File: src/hw/rtl/hcbd_pkg.sv
// ----------------------------------------------------------------------------
// Bank decoder package
// Shared widths, codes, the decoded-access record and the flag function.
// ----------------------------------------------------------------------------
package hcbd_pkg;

   localparam int ADDR_W     = 16;
   localparam int DATA_W     = 8;
   localparam int COLOR_AW   = 10;
   localparam int COLOR_DW   = 4;
   localparam int ROUTE_W    = 4;
   localparam int FLAG_W     = 4;
   localparam int CSR_IDX_W  = 1;

   localparam logic [DATA_W-1:0] PORT_DIR_RESET  = 8'h2F;
   localparam logic [DATA_W-1:0] PORT_DATA_RESET = 8'h1F;

   localparam int FLAG_KERNAL = 0;
   localparam int FLAG_BASIC  = 1;
   localparam int FLAG_CHAR   = 2;
   localparam int FLAG_IO     = 3;
   localparam logic [FLAG_W-1:0] FLAGS_RESET = 4'b1011;

   localparam logic [3:0] PAGE_ZERO   = 4'h0;
   localparam logic [3:0] PAGE_IO     = 4'hD;
   localparam logic [3:0] PAGE_CART   = 4'h8;
   localparam logic [3:0] PAGE_BASIC  = 4'hA;
   localparam logic [3:0] PAGE_BASIC2 = 4'hB;
   localparam logic [3:0] PAGE_KERNAL = 4'hE;

   localparam logic [CSR_IDX_W-1:0] CSR_CART_PRESENT = 1'b0;
   localparam logic [CSR_IDX_W-1:0] CSR_CART_IO      = 1'b1;

   typedef enum logic [1:0] {
      CMD_READ  = 2'd0,
      CMD_WRITE = 2'd1,
      CMD_LOAD  = 2'd2
   } cmd_type;

   typedef enum logic [ROUTE_W-1:0] {
      ROUTE_RAM   = 4'd0,
      ROUTE_ROM   = 4'd1,
      ROUTE_PORT  = 4'd2,
      ROUTE_COLOR = 4'd3,
      ROUTE_VIC   = 4'd4,
      ROUTE_SID   = 4'd5,
      ROUTE_CIA1  = 4'd6,
      ROUTE_CIA2  = 4'd7,
      ROUTE_OPEN  = 4'd8,
      ROUTE_CART  = 4'd9,
      ROUTE_DROP  = 4'd10
   } route_type;

   typedef enum logic [2:0] {
      SRC_NONE  = 3'd0,
      SRC_RAM   = 3'd1,
      SRC_ROM   = 3'd2,
      SRC_COLOR = 3'd3,
      SRC_CONST = 3'd4
   } src_type;

   typedef struct packed {
      route_type           route;
      logic [ADDR_W-1:0]   dev_addr;
      src_type             src;
      logic [DATA_W-1:0]   cdata;
      logic                ram_re;
      logic                ram_we;
      logic                rom_re;
      logic                rom_we;
      logic                col_re;
      logic                col_we;
      logic                dir_we;
      logic                pdata_we;
   } dec_type;

   function automatic logic [DATA_W-1:0] port_lines(input logic [DATA_W-1:0] dir,
                                                    input logic [DATA_W-1:0] pdata,
                                                    input logic [DATA_W-1:0] ext);
      port_lines = (dir & pdata) | (~dir & ext);
   endfunction

   function automatic logic [FLAG_W-1:0] flags_from_lines(input logic [DATA_W-1:0] lines);
      logic any;
      logic [FLAG_W-1:0] f;
      any = lines[1] | lines[0];
      f[FLAG_KERNAL] = lines[1];
      f[FLAG_BASIC]  = lines[1] & lines[0];
      f[FLAG_CHAR]   = ~lines[2] & any;
      f[FLAG_IO]     = lines[2] & any;
      flags_from_lines = f;
   endfunction

endpackage

File: src/hw/rtl/hcbd_decode.sv
// ----------------------------------------------------------------------------
// Bank decoder access decode
// Maps one bus access onto a route, a device address, a read source and
// the memory and port register strobes, from the current bank flags.
// ----------------------------------------------------------------------------
module hcbd_decode (
   input  hcbd_pkg::cmd_type                 cmd,
   input  logic [hcbd_pkg::ADDR_W-1:0]       address,
   input  logic [hcbd_pkg::DATA_W-1:0]       port_external,
   input  logic [hcbd_pkg::DATA_W-1:0]       vic_bus,
   input  logic                              cart_claims,
   input  logic [hcbd_pkg::FLAG_W-1:0]       flags,
   input  logic [hcbd_pkg::DATA_W-1:0]       port_dir,
   input  logic [hcbd_pkg::DATA_W-1:0]       port_data,
   input  logic                              cart_present,
   input  logic                              cart_io_enabled,
   output hcbd_pkg::dec_type                 dec
);

   logic [3:0] page;
   logic [3:0] sub;
   logic       basic_pg;
   logic       kernal_pg;
   logic       cart_pg;
   logic       io_on;

   assign page      = address[15:12];
   assign sub       = address[11:8];
   assign basic_pg  = (page == hcbd_pkg::PAGE_BASIC) || (page == hcbd_pkg::PAGE_BASIC2);
   assign kernal_pg = (page >= hcbd_pkg::PAGE_KERNAL);
   assign cart_pg   = ((page >= hcbd_pkg::PAGE_CART) && (page <= hcbd_pkg::PAGE_BASIC2))
                      || kernal_pg;
   assign io_on     = flags[hcbd_pkg::FLAG_IO];

   always_comb begin
      dec          = '0;
      dec.route    = hcbd_pkg::ROUTE_DROP;
      dec.src      = hcbd_pkg::SRC_NONE;
      case (cmd)
         hcbd_pkg::CMD_READ: begin
            if (page == hcbd_pkg::PAGE_ZERO) begin
               if (address == 16'h0000) begin
                  dec.route = hcbd_pkg::ROUTE_PORT;
                  dec.src   = hcbd_pkg::SRC_CONST;
                  dec.cdata = port_dir;
               end else if (address == 16'h0001) begin
                  dec.route = hcbd_pkg::ROUTE_PORT;
                  dec.src   = hcbd_pkg::SRC_CONST;
                  dec.cdata = hcbd_pkg::port_lines(port_dir, port_data, port_external);
               end else begin
                  dec.route  = hcbd_pkg::ROUTE_RAM;
                  dec.src    = hcbd_pkg::SRC_RAM;
                  dec.ram_re = 1'b1;
               end
            end else if (page == hcbd_pkg::PAGE_IO) begin
               if (io_on) begin
                  if (sub <= 4'h3) begin
                     dec.route    = hcbd_pkg::ROUTE_VIC;
                     dec.dev_addr = {10'd0, address[5:0]};
                  end else if (sub <= 4'h7) begin
                     dec.route    = hcbd_pkg::ROUTE_SID;
                     dec.dev_addr = {11'd0, address[4:0]};
                  end else if (sub <= 4'hB) begin
                     dec.route  = hcbd_pkg::ROUTE_COLOR;
                     dec.src    = hcbd_pkg::SRC_COLOR;
                     dec.cdata  = vic_bus;
                     dec.col_re = 1'b1;
                  end else if (sub == 4'hC) begin
                     dec.route    = hcbd_pkg::ROUTE_CIA1;
                     dec.dev_addr = {12'd0, address[3:0]};
                  end else if (sub == 4'hD) begin
                     dec.route    = hcbd_pkg::ROUTE_CIA2;
                     dec.dev_addr = {12'd0, address[3:0]};
                  end else begin
                     dec.route = hcbd_pkg::ROUTE_OPEN;
                     dec.src   = hcbd_pkg::SRC_CONST;
                     dec.cdata = vic_bus;
                  end
               end else if (flags[hcbd_pkg::FLAG_CHAR]) begin
                  dec.route  = hcbd_pkg::ROUTE_ROM;
                  dec.src    = hcbd_pkg::SRC_ROM;
                  dec.rom_re = 1'b1;
               end else begin
                  dec.route  = hcbd_pkg::ROUTE_RAM;
                  dec.src    = hcbd_pkg::SRC_RAM;
                  dec.ram_re = 1'b1;
               end
            end else if (cart_present && cart_pg && cart_claims) begin
               dec.route    = hcbd_pkg::ROUTE_CART;
               dec.dev_addr = address;
            end else if ((basic_pg && flags[hcbd_pkg::FLAG_BASIC])
                         || (kernal_pg && flags[hcbd_pkg::FLAG_KERNAL])) begin
               dec.route  = hcbd_pkg::ROUTE_ROM;
               dec.src    = hcbd_pkg::SRC_ROM;
               dec.rom_re = 1'b1;
            end else begin
               dec.route  = hcbd_pkg::ROUTE_RAM;
               dec.src    = hcbd_pkg::SRC_RAM;
               dec.ram_re = 1'b1;
            end
         end
         hcbd_pkg::CMD_WRITE: begin
            if (address == 16'h0000) begin
               dec.route  = hcbd_pkg::ROUTE_PORT;
               dec.dir_we = 1'b1;
            end else if (address == 16'h0001) begin
               dec.route    = hcbd_pkg::ROUTE_PORT;
               dec.pdata_we = 1'b1;
            end else if ((page == hcbd_pkg::PAGE_IO) && io_on) begin
               if (sub <= 4'h3) begin
                  dec.route    = hcbd_pkg::ROUTE_VIC;
                  dec.dev_addr = {10'd0, address[5:0]};
               end else if (sub <= 4'h7) begin
                  dec.route    = hcbd_pkg::ROUTE_SID;
                  dec.dev_addr = {11'd0, address[4:0]};
               end else if (sub <= 4'hB) begin
                  dec.route  = hcbd_pkg::ROUTE_COLOR;
                  dec.col_we = 1'b1;
               end else if (sub == 4'hC) begin
                  dec.route    = hcbd_pkg::ROUTE_CIA1;
                  dec.dev_addr = {12'd0, address[3:0]};
               end else if (sub == 4'hD) begin
                  dec.route    = hcbd_pkg::ROUTE_CIA2;
                  dec.dev_addr = {12'd0, address[3:0]};
               end else if (cart_present && cart_io_enabled) begin
                  dec.route    = hcbd_pkg::ROUTE_CART;
                  dec.dev_addr = address;
               end else begin
                  dec.route = hcbd_pkg::ROUTE_DROP;
               end
            end else begin
               dec.route  = hcbd_pkg::ROUTE_RAM;
               dec.ram_we = 1'b1;
            end
         end
         hcbd_pkg::CMD_LOAD: begin
            if (cart_present && cart_claims) begin
               dec.route    = hcbd_pkg::ROUTE_CART;
               dec.dev_addr = address;
            end else begin
               dec.route  = hcbd_pkg::ROUTE_ROM;
               dec.rom_we = 1'b1;
            end
         end
         default: begin
            dec.route = hcbd_pkg::ROUTE_DROP;
         end
      endcase
   end

endmodule

File: config.mk
export PLATFORM = sky130hd
export DESIGN_NAME = hcbd_decode
export DESIGN_NICKNAME = d
export VERILOG_FILES = /design/src/hw/rtl/hcbd_pkg.sv /design/src/hw/rtl/hcbd_decode.sv
export SDC_FILE = /design/constraint.sdc
export NUM_CORES = 1
export LEC_CHECK = 0
export BUFFER_PORTS_ARGS = -buffer_cell sky130_fd_sc_hd__clkbuf_2
export CELL_PAD_IN_SITES_DETAIL_PLACEMENT = 1
export CELL_PAD_IN_SITES_GLOBAL_PLACEMENT = 1
export CORE_ASPECT_RATIO = 0.8
export CORE_MARGIN = 2
export CORE_UTILIZATION = 23
export DETAILED_ROUTE_END_ITERATION = 8
export MAX_ROUTING_LAYER = met4
export PLACE_DENSITY_LB_ADDON = 0.1
export SYNTH_ARGS = -nofsm -noshare
export SYNTH_HDL_FRONTEND = slang
export SYNTH_SLANG_ARGS = --single-unit
export TNS_END_PERCENT = 10
File: constraint.sdc
create_clock -name vclk -period 1.9
set_clock_uncertainty 0.1 [all_clocks]
set_input_delay 0.38 -clock vclk [all_inputs]
set_output_delay 0.38 -clock vclk [all_outputs]
set_load 0.02 [all_outputs]
==> summary.md, run 1 <==
| Metric | Value |
|---|---|
| Outcome | `complete, but fails checks` |
| Failing checks | `negative setup slack` |
| Maximum number of pins on one net before global-route repair | `20` |
| Critical Path Fanout Max | `5` |
| Layout sequential cell count | `0` |
| Detailed placement HPWL | `3660 um` |
| Max-slew violations | `0` |
| Setup repair after global routing missed its margin | `true` |
| Antenna violations before repair | `0` |
| PD cells | `160 mW/mm^2` |
| Min-Delay Path Class | `in -> out` |
| Count of endpoints failing hold in the final timing report | `0` |
| Relative contribution of sequential cells to total power | `0%` |
| DRT antenna net count | `0` |
| Switching Share | `50.2%` |
| Routed met3 length | `220 um` |
| Syn. warnings | `0` |
| Leakage | `1.07 nW` |
| Sum Neg Setup Slack | `-6990 ps` |
| Required time of the critical path | `1420 ps` |
| Worst setup path category | `in -> out` |
| Sequential cell area | `0 um^2` |
| Cell Count, Final, Fillers Out | `342` |
| Area growth from synthesis to layout | `121%` |
| Worst vdd rail ir drop | `64.6 uV` |
| Via/cell ratio | `4.81` |
| Total overflow reported by the global router | `0` |
| Area inside the core boundary | `0.00413 mm^2` |
| Net switching power | `172 uW` |
| Ports placed on the boundary | `96` |
| Routed wire length | `5030 um` |
| Kind of capture point of the worst setup path | `output pin` |
| Worst slew margin relative to its limit | `74.6%` |
| Post-layout total power | `343 uW` |
| Clock period minus final worst setup slack | `2160 ps` |
| First-pass DRT Iterations | `4` |
| Max Cap Violations | `0` |
| Synth top area cells | `a22oi_2 9.0%, a31oi_1 7.1%, a21oi_1 6.7%, nor2_1 6.6%, nor2b_1 6.4%` |
| Height of the die | `62.1 um` |
| Via count of the first global-routing pass | `1707` |
| DRC Markers | `0` |
| Layout Utilization | `52.1%` |
| Comb power frac | `100.0%` |
| Peak clock frequency supported by timing | `0.463 GHz` |
| Net count after synthesis | `208` |
| Final cycle utilization of the critical path | `114%` |
| Internal power | `171 uW` |
| Total number of vias | `1646` |
| Post-route standard cell area excluding fillers | `0.00215 mm^2` |
| Top library cells by usage in the layout, fill and taps aside | `58 x clkbuf_2, 49 x buf_4, 15 x nor2_1, 14 x clkbuf_8, 13 x a21oi_1` |
| Cell Chain, Critical Path | `buf_8, nand4b_1, buf_4, o31ai_1, o221ai_1, buf_2` |
| ANT cells | `0` |
| Met2 routed WL | `2430 um` |
| Largest stage delay, worst path | `300 ps` |
| Top-area cell type share of the netlist area | `9.02%` |
| Inst Count DP | `333` |
| Share of layout cells above drive strength 1 | `62.8%` |
| Most common cell after layout, fill and taps aside | `clkbuf_2` |
| Uppermost layer routed | `met4` |
| Largest area contributor in the netlist | `a22oi_2` |
| Worst-Margin Slew | `380 ps` |
| Count of cell types in the netlist | `43` |
| Wire length of the first global-routing pass | `8200 um` |
| Post-Synthesis Cells | `151` |
| Power share of the clock group | `0%` |
| Number of input and output port buffers inserted | `96` |
| Final-stage net count | `344` |
| Setup crit start kind | `input port` |
| Clock buffer instance count of the final layout | `0` |
| Gr usage total | `21.0%` |
| Average footprint of a synthesized cell | `6.43 um^2` |
| Area of the mapped netlist | `971 um^2` |
| DR iter-0 viols | `34` |
| Effective utilization at floorplan | `23.5%` |
| Die area | `0.00476 mm^2` |
| Sequential-to-total area share from yosys stat | `0%` |
| Width of the die | `76.6 um` |
| Critical-path cell with the highest stage delay | `nand4b_1` |
| Worst hold slack | `990 ps` |
| Average routed wire per standard cell | `14.7 um` |
| Metal1 wirelength | `2360 um` |
| GP Congestion | `0.817` |
| Placed cell area | `0.00177 mm^2` |
| Arrival time at the worst endpoint | `1680 ps` |
| Fin worst setup slack | `-259 ps` |
| Filler cell count | `544` |
| Std-Cell Rows | `21` |
| Pre-CTS setup slack | `-378 ps` |
| Setup violation total in the final timing report | `36` |
==> power by group through the flow <==
stage	logic, mW	clock network, mW	registers [mW]
final	0.343	0	0
after floorplan	0.132	0	0
after global placement	0.295	0	0
after CTS	0.326	0	0
after global routing	0.374	0	0
after detailed placement	0.298	0	0
==> synth_stat cells, drive strengths merged (2+ instances only) <==
library cell,count
a21boi,2
a21oi,13
a22oi,8
a31oi,11
and2,5
and2b,2
and3,2
buf,6
clkbuf,2
inv,12
nand2,8
nand2b,4
nand3,4
nor2,24
nor2b,10
nor3,7
nor4,4
o21ai,6
o31ai,2
or3,3
==> path summary, 6_finish.rpt <==
kind | end | depth (start not counted) | startpoint | slack, ps
worst max-delay path | dec[35] | 6 | address[13] | -260
worst min-delay path | dec[25] | 3 | address[6] | 990
==> final cells by class <==
type                       count  area, um^2  share of cell area, %
timing repair buffer         141        1060                   49.5
tap                           57        71.3                   3.32
inverter                      12        45.0                   2.10
multi-input combinational    132         968                   45.1
==> timing repair <==
item | CTS | global route
setup buffers | 6 | 2
resized for setup | 62 | 44
endpoints found under the setup margin | 38 | 37
hold buffers | 0 | 0
cloned | 1 | 0
pin swaps | 11 | 8
==> kinds of logic (layout without fill, tap and decap cells) <==
| kind of cell | count (synthesis) | in the layout | share of synthesized area [%] |
|---|---|---|---|
| mux | 1 | 1 | 1.03 |
| compound gates | 51 | 51 | 40.3 |
| simple gates | 79 | 80 | 48.7 |
| buf+inv | 20 | 153 | 9.92 |
==> critical path: cells and delay by family <==
| kind | cells | cell delay (ps) |
|---|---|---|
| buf+inv | 3 | 530 |
| compound gates | 2 | 460 |
| simple gates | 1 | 300 |
==> layer usage <==
layer  track usage [%]  vias up
met1              29.0      758
met3             0.872        2
li1                  -      826
met2              36.2       60
met4             0.682        0
met5                 -        -
Note: power is estimated with default switching activity, not from simulation.
==> run 2, diff against run 1 <==
PLACE_DENSITY = 0.9   (was not set)
PLACE_DENSITY_LB_ADDON = not set   (was 0.1)
clock period = 2.05 ns   (was 1.9 ns; I/O delays follow)
==> run 2 against run 1 <==
The run still ends with negative setup slack left. First-iteration DRC count fell by 15%. Final cell count decreased by 1.5%. Via count grew 0.97%. Critical path type unchanged. Highest routed layer unchanged.
==> summary.md, run 2 (same netlist as run 1, synthesis figures left out) <==
| Metric | Value |
|---|---|
| Outcome | `complete, but fails checks (unchanged)` |
| Failing checks | `negative setup slack (unchanged)` |
| Total number of vias | `1662 (was 1646)` |
| Critical Path Fanout Max | `5 (unchanged)` |
| Largest stage delay, worst path | `310 ps (was 300 ps)` |
| First-pass DRT Iterations | `6 (was 4)` |
| Arrival time at the worst endpoint | `1750 ps (was 1680 ps)` |
| DRT antenna net count | `0 (unchanged)` |
| Final-stage net count | `339 (was 344)` |
| Total overflow reported by the global router | `0 (unchanged)` |
| Top library cells by usage in the layout, fill and taps aside | `58 x clkbuf_2, 52 x buf_4, 16 x nor2_1, 13 x a21oi_1, 13 x clkbuf_8 (was 58 x clkbuf_2, 49 x buf_4, 15 x nor2_1, 14 x clkbuf_8, 13 x a21oi_1)` |
| Share of layout cells above drive strength 1 | `60.0% (was 62.8%)` |
| Number of input and output port buffers inserted | `96 (unchanged)` |
| Sequential cell area | `0 um^2 (unchanged)` |
| Routed wire length | `5190 um (was 5030 um)` |
| Area inside the core boundary | `0.00413 mm^2 (unchanged)` |
| Required time of the critical path | `1540 ps (was 1420 ps)` |
| Height of the die | `62.1 um (unchanged)` |
| Setup crit start kind | `input port (unchanged)` |
| Clock buffer instance count of the final layout | `0 (unchanged)` |
| Setup repair after global routing missed its margin | `true (unchanged)` |
| Ports placed on the boundary | `96 (unchanged)` |
| Clock period minus final worst setup slack | `2260 ps` |
| Via/cell ratio | `4.93 (was 4.81)` |
| Max-slew violations | `0 (unchanged)` |
| Final cycle utilization of the critical path | `110%` |
| Count of endpoints failing hold in the final timing report | `0 (unchanged)` |
| Worst vdd rail ir drop | `66.3 uV (was 64.6 uV)` |
| Gr usage total | `22.0% (was 21.0%)` |
| Maximum number of pins on one net before global-route repair | `20 (unchanged)` |
| PD cells | `151 mW/mm^2 (was 160 mW/mm^2)` |
| Most common cell after layout, fill and taps aside | `clkbuf_2 (unchanged)` |
| Worst slew margin relative to its limit | `75.6% (was 74.6%)` |
| Area growth from synthesis to layout | `113% (was 121%)` |
| Detailed placement HPWL | `4100 um (was 3660 um)` |
| Worst setup path category | `in -> out (unchanged)` |
| Placed cell area | `0.00175 mm^2 (was 0.00177 mm^2)` |
| Max Cap Violations | `0 (unchanged)` |
| Critical-path cell with the highest stage delay | `nor3_4 (was nand4b_1)` |
| Kind of capture point of the worst setup path | `output pin (unchanged)` |
| Std-Cell Rows | `21 (unchanged)` |
| Number of buffer and inverter stages on the critical path | `3 (unchanged)` |
| Pre-CTS setup slack | `-269 ps (was -378 ps)` |
| CTS hold repair buffers | `0 (unchanged)` |
| Antenna violations before repair | `0 (unchanged)` |
| Via count of the first global-routing pass | `1789 (was 1707)` |
| CP top delay family | `simple AND/OR/NAND/NOR gates (was buffers and inverters)` |
| DRC Markers | `0 (unchanged)` |
| Min-Delay Path Class | `in -> out (unchanged)` |
| GP Congestion | `0.906 (was 0.817)` |
| Layout Utilization | `50.0% (was 52.1%)` |
| Wire length of the first global-routing pass | `8560 um (was 8200 um)` |
| Leakage | `1.04 nW (was 1.07 nW)` |
| Width of the die | `76.6 um (unchanged)` |
| Peak clock frequency supported by timing | `0.443 GHz` |
| Setup violation total in the final timing report | `35 (was 36)` |
| Effective utilization at floorplan | `23.5% (unchanged)` |
| Worst-Margin Slew | `364 ps (was 380 ps)` |
| Die area | `0.00476 mm^2 (unchanged)` |
| Filler cell count | `554 (was 544)` |
| Fin worst setup slack | `-209 ps (was -259 ps)` |
| ANT cells | `0 (unchanged)` |
| Cell Chain, Critical Path | `clkbuf_16, nand4b_1, nor3_4, buf_6, a211oi_4, nor2b_1, buf_4 (was buf_8, nand4b_1, buf_4, o31ai_1, o221ai_1, buf_2)` |
| DR iter-0 viols | `29 (was 34)` |
| Layout sequential cell count | `0 (unchanged)` |
| Average routed wire per standard cell | `15.4 um (was 14.7 um)` |
| Post-route standard cell area excluding fillers | `0.00206 mm^2 (was 0.00215 mm^2)` |
-- run 2: cell count changes in the layout (fill, tap and decap cells not counted), sizes merged --
| cell | change |
|---|---|
| clkbuf | +2 |
| buf | -7 |
| a211oi | +1 |
| and4 | -1 |
-- run 2: layout make-up --
| cell class | instances | area (um^2) | area share (%) |
|---|---|---|---|
| Multi-Input combinational cell | 132 | 942 | 45.6 |
| Timing Repair Buffer | 136 | 1010 | 48.7 |
| Tap cell | 57 | 71.3 | 3.45 |
| Inverter | 12 | 45.0 | 2.18 |
-- run 2: what timing repair did --
item / CTS / global route
resized for setup: 50 / 37
gates cloned: 1 / 0
pin swaps: 8 / 5
endpoints found under the setup margin: 37 / 38
setup buffers: 5 / 0
endpoints found under the hold margin: 0 / 0
-- run 2: metrics by stage --
step | std cells | total power [mW] | hold WS (ps) | setup TNS (ps)
detailed placement | 331 | 0.278 | 1070 | -6330
global placement | 331 | 0.268 | 1060 | -4900
CTS | 337 | 0.299 | 1070 | -5270
global route | 337 | 0.337 | 1060 | -6120
floorplan | 151 | 0.121 | 866 | -326
finish | 337 | 0.311 | 1050 | -3760
-- run 2: final timing paths --
path                   startpoint       to  slack [ps]  depth (start not counted)
worst max-delay path  address[13]  dec[32]        -210                          7
worst min-delay path   address[2]  dec[21]        1050                          3
-- run 2: layer usage --
| metal | global-route usage (%) | wire (um) |
|---|---|---|
| met5 | - | 0 |
| met2 | 43.0 | 2770 |
| met3 | 1.16 | 115 |
| met4 | 1.59 | 19 |
| met1 | 26.0 | 2290 |
-- run 2: power by group --
group          total, mW  leakage [nW]  internal [mW]  switching, mW
registers              0             0              0              0
logic              0.311          1.04          0.152          0.159
clock network          0             0              0              0
total              0.311          1.04          0.152          0.159
==> run 3, diff against run 2 <==
CAP_MARGIN = 40   (was not set)
CORE_MARGIN = not set   (was 2)
GPL_TIMING_DRIVEN = 0   (was not set)
==> run 3 against run 2 <==
The flow still finishes with violations (negative setup slack). Highest routed layer unchanged. Largest power group unchanged. Maximum frequency rose by 0.64%. Design area decreased by 9.3%. Final cell count decreased by 8.3%.
==> summary.md, run 3 (same netlist as run 1, synthesis figures left out) <==
| Metric | Value |
|---|---|
| Outcome | `complete, but fails checks (unchanged)` |
| Failing checks | `negative setup slack (unchanged)` |
| Max-slew violations | `0 (unchanged)` |
| Arrival time at the worst endpoint | `1730 ps (was 1750 ps)` |
| HP Start | `address[2] (unchanged)` |
| Fin worst setup slack | `-195 ps (was -209 ps)` |
| Cell Chain, Critical Path | `clkbuf_2, buf_2, nand2b_1, nor2_2, a211oi_4, buf_12, nor2b_1, buf_4 (was clkbuf_16, nand4b_1, nor3_4, buf_6, a211oi_4, nor2b_1, buf_4)` |
| Sequential cell area | `0 um^2 (unchanged)` |
| Width of the die | `74.6 um (was 76.6 um)` |
| Share of layout cells above drive strength 1 | `55.1% (was 60.0%)` |
| Die area | `0.00449 mm^2 (was 0.00476 mm^2)` |
| Filler cell count | `516 (was 554)` |
| Most common cell after layout, fill and taps aside | `clkbuf_2 (unchanged)` |
| Area growth from synthesis to layout | `92.8% (was 113%)` |
| Kind of capture point of the worst setup path | `output pin (unchanged)` |
| Number of input and output port buffers inserted | `94 (was 96)` |
| Ports placed on the boundary | `96 (unchanged)` |
| Detailed placement HPWL | `3480 um (was 4100 um)` |
| GP Congestion | `0.913 (was 0.906)` |
| First-pass DRT Iterations | `4 (was 6)` |
| Effective utilization at floorplan | `24.7% (was 23.5%)` |
| Average routed wire per standard cell | `15.0 um (was 15.4 um)` |
| Setup repair after global routing missed its margin | `true (unchanged)` |
| Via count of the first global-routing pass | `1481 (was 1789)` |
| CTS hold repair buffers | `0 (unchanged)` |
| Via/cell ratio | `5.04 (was 4.93)` |
| Routed wire length | `4620 um (was 5190 um)` |
| Worst setup path category | `in -> out (unchanged)` |
| Height of the die | `60.1 um (was 62.1 um)` |
| Maximum number of pins on one net before global-route repair | `11 (was 20)` |
| Critical Path Fanout Max | `10 (was 5)` |
| Top library cells by usage in the layout, fill and taps aside | `61 x clkbuf_2, 20 x buf_4, 16 x nor2_1, 13 x a21oi_1, 13 x clkbuf_8 (was 58 x clkbuf_2, 52 x buf_4, 16 x nor2_1, 13 x a21oi_1, 13 x clkbuf_8)` |
| Worst slew margin relative to its limit | `69.7% (was 75.6%)` |
| Setup crit start kind | `input port (unchanged)` |
| Gr usage total | `20.1% (was 22.0%)` |
| Placed cell area | `0.00152 mm^2 (was 0.00175 mm^2)` |
| Layout sequential cell count | `0 (unchanged)` |
| PD cells | `140 mW/mm^2 (was 151 mW/mm^2)` |
| Start point of the critical path | `cmd[0] (was address[13])` |
| Total overflow reported by the global router | `0 (unchanged)` |
| Largest stage delay, worst path | `270 ps (was 310 ps)` |
| Area inside the core boundary | `0.00393 mm^2 (was 0.00413 mm^2)` |
| Final cycle utilization of the critical path | `109% (was 110%)` |
| Peak clock frequency supported by timing | `0.445 GHz (was 0.443 GHz)` |
| Worst vdd rail ir drop | `79.7 uV (was 66.3 uV)` |
| Post-route standard cell area excluding fillers | `0.00187 mm^2 (was 0.00206 mm^2)` |
| Min-Delay Path Class | `in -> out (unchanged)` |
| Count of endpoints failing hold in the final timing report | `0 (unchanged)` |
| Std-Cell Rows | `20 (was 21)` |
| DR iter-0 viols | `50 (was 29)` |
| Setup violation total in the final timing report | `35 (unchanged)` |
| Clock period minus final worst setup slack | `2240 ps (was 2260 ps)` |
| Critical-path cell with the highest stage delay | `nor2_2 (was nor3_4)` |
| DRT antenna net count | `0 (unchanged)` |
| Wire length of the first global-routing pass | `6790 um (was 8560 um)` |
| DRC Markers | `0 (unchanged)` |
| Total number of vias | `1557 (was 1662)` |
| Required time of the critical path | `1540 ps (about the same)` |
| ANT cells | `0 (unchanged)` |
| Final-stage net count | `313 (was 339)` |
| Max Cap Violations | `0 (unchanged)` |
| Leakage | `0.907 nW (was 1.04 nW)` |
| Worst-Margin Slew | `454 ps (was 364 ps)` |
| Clock buffer instance count of the final layout | `0 (unchanged)` |
| Antenna violations before repair | `0 (unchanged)` |
| Layout Utilization | `47.6% (was 50.0%)` |
run 3: cell types whose count changed in the layout (fill, tap and decap cells not counted), moves of 2 or more:
cell / previous run / this run
buf_4: 52 / 20
clkbuf_2: 58 / 61
buf_12: 2 / 4
buf_6: 3 / 1
buf_2: 2 / 5
run 3: per-stage QoR:
| step | setup WS, ps | total power, mW | std cells | TNS [ps] | hold WS (ps) |
|---|---|---|---|---|---|
| finish | -195 | 0.263 | 309 | -4890 | 1070 |
| global route | -259 | 0.285 | 309 | -7150 | 1080 |
| CTS | -233 | 0.249 | 307 | -6120 | 1070 |
| detailed placement | -416 | 0.232 | 300 | -9890 | 1070 |
| global placement | -362 | 0.225 | 300 | -8370 | 1060 |
| floorplan | -111 | 0.121 | 151 | -326 | 866 |
run 3: area by class of cell:
class / instances / area, um^2 / share of cell area, %
tap: 55 / 68.8 / 3.68
buffer: 8 / 58.8 / 3.14
multi-input combinational: 131 / 921 / 49.2
inverter: 12 / 45.0 / 2.41
timing repair buffer: 103 / 778 / 41.6
run 3: power by group:
group          internal (mW)  switching (mW)
clock                      0               0
sequential                 0               0
combinational          0.117           0.146
total                  0.117           0.146
run 3: worst paths after layout:
check,endpoint,cells after the start,slack (ps)
max,dec[26],8,-190
min,dec[21],3,1070
run 3: repair_timing:
| item | in CTS | in global routing |
|---|---|---|
| gates resized for setup | 42 | 40 |
| setup buffers | 6 | 2 |
| endpoints found under the setup margin | 36 | 37 |
| cloned | 1 | 0 |
| hold endpoints to repair | 0 | 0 |
| pin swaps | 11 | 9 |
run 3: routing by layer:
metal / vias to the layer above / global-route usage [%] / wire length [um]
met2: 53 / 38.4 / 2410
met4: 0 / 1.35 / 27
li1: 764 / - / -
met3: 4 / 0.675 / 165
met1: 736 / 24.4 / 2020
met5: - / - / 0
run 3: worst max-delay path: cells and delay by family:
kind            cells  cell delay (ps)
compound gates      1               80
buf+inv             4              600
simple gates        3              630
